<file path="src/rtl/spq_pkg.sv">
// Shared types and constants for the sorted priority queue.
// No dependencies; used by spq_cell and sorted_priority_queue_unit.
package spq_pkg;

  // Number of cells in the sorted chain.
  localparam int CAPACITY = 64;
  // Width of the fill count, which must hold CAPACITY itself.
  localparam int CNT_W = $clog2(CAPACITY + 1);

  // Operation codes carried by the cmd field.
  localparam logic CMD_INSERT = 1'b0;
  localparam logic CMD_REMOVE = 1'b1;

  // Status codes reported with every result.
  localparam logic [1:0] ST_OK        = 2'd0;
  localparam logic [1:0] ST_UNDERFLOW = 2'd1;
  localparam logic [1:0] ST_OVERFLOW  = 2'd2;

  // One stored pair.
  typedef struct packed {
    logic signed [31:0] value;
    logic signed [31:0] prio;
  } entry_t;

  // Control broadcast from the top level to every cell.
  typedef struct packed {
    logic             ins_en;
    logic             rem_en;
    logic [CNT_W-1:0] count;
    entry_t           item;
  } ctrl_t;

endpackage

</file>
<file path="src/rtl/spq_cell.sv">
// One cell of the sorted chain: holds a single pair and its compare.
// Depends on spq_pkg for the entry and control types.
module spq_cell (
  input  logic                     clk,
  input  spq_pkg::ctrl_t           ctrl,
  input  logic [spq_pkg::CNT_W-1:0] cell_idx,
  input  spq_pkg::entry_t          prev_entry,
  input  logic                     prev_keep,
  input  spq_pkg::entry_t          next_entry,
  output spq_pkg::entry_t          entry,
  output logic                     keep
);

  spq_pkg::entry_t entry_r;
  logic            occupied;

  // A cell keeps its pair on insert when it holds an entry of strictly
  // higher priority than the incoming one.
  assign occupied = cell_idx < ctrl.count;
  assign keep     = occupied && ($signed(entry_r.prio) > $signed(ctrl.item.prio));
  assign entry    = entry_r;

  // Insert: the first non-keeping cell takes the new pair, the cells below
  // it shift down. Remove: every cell takes its lower neighbor.
  always_ff @(posedge clk) begin
    if (ctrl.ins_en) begin
      if (!keep) begin
        entry_r <= prev_keep ? ctrl.item : prev_entry;
      end
    end else if (ctrl.rem_en) begin
      entry_r <= next_entry;
    end
  end

endmodule

</file>
<file path="config.mk">
export PLATFORM = sky130hd
export DESIGN_NAME = spq_cell
export DESIGN_NICKNAME = d
export VERILOG_FILES = /design/src/rtl/spq_pkg.sv /design/src/rtl/spq_cell.sv
export SDC_FILE = /design/constraint.sdc
export NUM_CORES = 1
export LEC_CHECK = 0
export BUFFER_PORTS_ARGS = -buffer_cell sky130_fd_sc_hd__buf_4
export CORE_AREA = 2 2 105 107
export DETAILED_ROUTE_END_ITERATION = 8
export DIE_AREA = 0 0 107 109
export PLACE_DENSITY = 0.79
export RECOVER_POWER = 100
export SLEW_MARGIN = 20
export SYNTH_ARGS = -nofsm -noshare
export SYNTH_HDL_FRONTEND = slang
export SYNTH_SLANG_ARGS = --single-unit
export TNS_END_PERCENT = 20
</file>
<file path="constraint.sdc">
create_clock -name clk -period 10.16 [get_ports clk]
set_input_delay 2.032 -clock clk [delete_from_list [all_inputs] [get_ports clk]]
set_output_delay 2.032 -clock clk [all_outputs]
set_load 0.02 [all_outputs]
</file>
# Word level (Yosys, flattened, before mapping)
# Cells that the tools add are included.
[word_totals]
wordCells = 12
ff_bits = 64
[classes]
eq_ne = 1
muxes = 4
n_reduce_logical = 3
n_lt_le_gt_ge = 2
[ops]
columns = ["operator", "count"]
rows = [
  ["$mux W64", 4],
  ["$gt A32 B32 Y1", 1],
  ["$lt A7 B7 Y1", 1],
  ["$ne A2 B2 Y1 const B", 1],
  ["$reduce_and A2 Y1", 1],
  ["$reduce_bool A2 Y1", 1],
  ["$logic_and A1 B1 Y1", 1],
]

# Logic depth before layout (Yosys ltp)
[depth]
word_depth = 4
mapped_depth = 8
mapped_depth_nobuf = 8

# Worst setup path before layout
# Ideal clock, no wire load.
[synth_timing]
path_kind = "input to register"
from = "input ctrl[19] in the netlist's numbering"
to = "register entry_r, in the netlist entry[0], enable pin"
cell_stages = 8
path_buffers = 0
t_arrival_ns = 7.878
setup_time_ns = 0.565
setup_slack_ns = 1.717
path_cell_list = "inv_1 ha_1 a21oi_2 o21ai_1 a221o_1 a2111o_1 o21a_1 nor3_1"
[synth_via]
elab_chain_len = 4
[synth_lines]
columns = ["item", "line", "text"]
rows = [
  ["start: declaration", "spq_cell.sv:5", "input spq_pkg::ctrl_t ctrl,"],
  ["$gt A32 B32 Y1", "spq_cell.sv:20", "assign keep = occupied && ($signed(entry_r.prio) > $signed(ctrl.item.prio));"],
  ["$logic_and A1 B1 Y1", "spq_cell.sv:20", ""],
  ["$ne A2 B2 Y1 (no source line)", "-", ""],
  ["$reduce_and A2 Y1 (no source line)", "-", ""],
  ["end signal: assignment", "spq_cell.sv:28", "entry_r <= prev_keep ? ctrl.item : prev_entry;"],
  ["end signal: assignment", "spq_cell.sv:31", "entry_r <= next_entry;"],
  ["end: declaration", "spq_cell.sv:14", "spq_pkg::entry_t entry_r;"],
]
# No other way between the ends.
# A chain may end at the register's enable or synchronous reset.

# Final worst setup path
[layout_timing]
from = "input ctrl[19] in the netlist's numbering"
to = "output keep"
[layout_via]
elab_chain_len = 2
[layout_lines]
columns = ["item", "line", "text"]
rows = [
  ["$gt A32 B32 Y1", "spq_cell.sv:20", ""],
  ["$logic_and A1 B1 Y1", "spq_cell.sv:20", ""],
  ["end: declaration", "spq_cell.sv:11", "output logic keep"],
]
# No other way between the ends.

==> results.sh <==
export IMPL_synthMuxAreaShare=0.152
export IMPL_num_nets_final=931
export IMPL_hpwl_um=10100
export IMPL_synth_top_family_by_area="multiplexers"
export IMPL_yosys_area_top_type="edfxtp_1"
export IMPL_synth_async_reset_ratio=0
export IMPL_slew_limit_headroom=-2.06
export IMPL_clock_skew_ps=13.4
export IMPL_cts_root_buffer="clkbuf_8"
export IMPL_synth_fa_ha_area_frac=0.113
export IMPL_max_cap_violations=3
export IMPL_drc=0
export IMPL_wl_met2_um=6610
export IMPL_netlist_instances=416
export IMPL_min_to="entry[31]"
export IMPL_post_route_util=0.596
export IMPL_area_delta_synth_final_pct=50.2
export IMPL_fin_setup_tns_ps=0
export IMPL_cp_required_ps=8130
export IMPL_violations="capacitance limit, slew limit"
export IMPL_cts_made_buffers=9
export IMPL_synth_cell_type_count=30
export IMPL_vias_per_cell=4.96
export IMPL_grt_pass1_vias=4094
export IMPL_finalCriticalPeriod_ps=6280
export IMPL_fillCellCount=943
export IMPL_path_max_fanout=4
export IMPL_clk_path_buf_depth=2
export IMPL_synth_xor_area_frac=0
export IMPL_cellLeakagePower_nw=3.02
export IMPL_p_per_area_mw_per_mm2=135
export IMPL_status="finished with violations"
export IMPL_final_common_cell="buf_4"
export IMPL_r2r_slack_ps=5950
export IMPL_hold_viol=0
export IMPL_met1Wirelength_um=4630
export IMPL_rsz0062_at_grt="false"
export IMPL_routabilityCongestion=0.907
export IMPL_drive_above_1_share=0.320
export IMPL_ys_flop_type="edfxtp_1"
export IMPL_r2r_cells=8
export IMPL_gr_total_overflow=0
export IMPL_worstPathArrival_ps=4250
export IMPL_io_buffers=274
export IMPL_die_area_mm2=0.0117
export IMPL_power_ir_vdd_worst_v=0.0000648
export IMPL_clock_sinks=64
export IMPL_die_h_um=109
export IMPL_total_power_uw=852
export IMPL_clk_latency_ps=340
export IMPL_synth_seq_cells=64
export IMPL_multi_input_area_mm2=0.00206
export IMPL_drt_pass1_iter_count=4
export IMPL_post_cts_buffers=0
export IMPL_ant_nets=0
export IMPL_crit_type="primary input to primary output"
export IMPL_core_area_mm2=0.0106
export IMPL_synth_compound_area_frac=0.129
export IMPL_routed_wl_um=12700
export IMPL_rr_endpoint="entry[51]"
export IMPL_hp_class="flip-flop to flip-flop"
export IMPL_largest_reg_flops=64
export IMPL_synth_warnings=0
export IMPL_seq_area_mm2=0.00192
export IMPL_synthSimpleGateAreaFrac=0.0945
export IMPL_period_share=0.618
export IMPL_layout_common_cells="208 x buf_4, 77 x a21oi_1, 71 x clkbuf_1"
export IMPL_synth_area_leaders="edfxtp_1 46%, mux2i_1 15%, ha_1 11%"
export IMPL_grt_pass1_wl_um=19000
export IMPL_fin_cells=828
export IMPL_slew_viol_final=131
export IMPL_r2r_start="entry[31]"
export IMPL_dpl_instance_area_mm2=0.00638
export IMPL_synth_top_area_share=0.456
export IMPL_wl_met3_um=981
export IMPL_grt_max_degree=75
export IMPL_die_width_um=107
export IMPL_synth_area_mm2=0.00421
export IMPL_dr_first_iter_drc_count=196
export IMPL_core_rowCount=38
export IMPL_wl_per_cell_um=15.3
export IMPL_htreeDepth=3
export IMPL_cts_reportedPaths_clkPinSlew_ps=80
export IMPL_tightest_slew_ps=4590
export IMPL_ys_seq_area_frac=0.456
export IMPL_synth_avg_cell_area_um2=10.1
export IMPL_fmax_mhz=159
export IMPL_hold_depth=5
export IMPL_setup_viol=0
export IMPL_hold_start="entry[31]"
export IMPL_antenna_found_initial=0
export IMPL_synth_edf_count=64
export IMPL_critPathLaunchType="primary input"
export IMPL_start_util=0.397
export IMPL_top_layer="met4"
export IMPL_cts_hold_buf=0
export IMPL_ios=275
export IMPL_cts_tree="built"
export IMPL_cp_end_kind="primary output"
export IMPL_cts_resized=0
export IMPL_antennaDiodeCount=0
export IMPL_vias=4107
export IMPL_synthesis_nets=664
export IMPL_finalInstanceArea_mm2=0.00632
export IMPL_grtUsageTotal=0.211
export IMPL_dp_cells=812
Yosys cell counts, types with 2 or more instances:
| library cell | number |
|---|---|
| a21oi_1 | 77 |
| mux2i_1 | 64 |
| a211oi_1 | 2 |
| nand4_1 | 8 |
| inv_1 | 39 |
| ha_1 | 38 |
| nand2_1 | 4 |
| o21ai_0 | 3 |
| buf_1 | 5 |
| buf_2 | 5 |
| nand2b_1 | 2 |
| clkbuf_1 | 11 |
| nand3_1 | 4 |
| nor4_1 | 3 |
| a221o_1 | 2 |
| nor2b_1 | 3 |
| nor2_1 | 67 |
| a21o_1 | 4 |
| edfxtp_1 | 64 |
power breakdown:
group          switching [mW]  total (mW)  internal, mW
Combinational           0.148       0.264         0.116
Clock                  0.0975       0.233         0.136
Sequential             0.0143       0.354         0.340
Total                   0.260       0.852         0.592
worst max path at each step:
stage                         from        to  slack, ps  cells after the start
after global routing      ctrl[17]      keep       3710                     10
after detailed placement  ctrl[19]      keep       4000                     10
after CTS                 ctrl[19]      keep       3990                     10
after floorplan           ctrl[19]  entry[0]       1720                      8
after global placement    ctrl[19]      keep       4030                     10
final                     ctrl[19]      keep       3880                     10
routing by layer:
layer	global-route usage	vias to the layer above
met1	0.217	1840
met4	0.117	0
met5	0	-
met2	0.386	183
li1	-	2051
met3	0.0592	33
stage by stage:
step           hold WS, ps  setup slack (ps)
6_report              1820              3880
5_1_grt               1940              3710
4_1_cts               1320              3990
3_5_place_dp          1310              4000
3_3_place_gp          1250              4030
2_1_floorplan         1940              1720
cell families (layout without fill, tap and decap cells):
kind of cell               count (synthesis)  count (layout)
muxes                                     64              64
AOI/OAI and AO/OA                         97              97
and+or+nand+nor                           93              93
buffers and inverters                     60             332
DFF                                       64              64
adders and majority gates                 38              38
worst max-delay path, cell delays in order:
cell	delay, ps
buf_4	90
inv_1	30
ha_1	330
a21oi_2	140
o21ai_1	70
a221o_1	350
a2111o_1	470
or3_1	320
a21oi_1	150
clkbuf_1	270
cell type report:
type,count,share of cell area
Multi-Input combinational cell,292,0.325
Sequential cell,64,0.304
Timing Repair Buffer,277,0.288
Inverter,39,0.0231
Clock inverter,5,0.0113
Tap cell,140,0.0277
Clock buffer,11,0.0208
No activity file was read; power rests on OpenSTA's default activity.
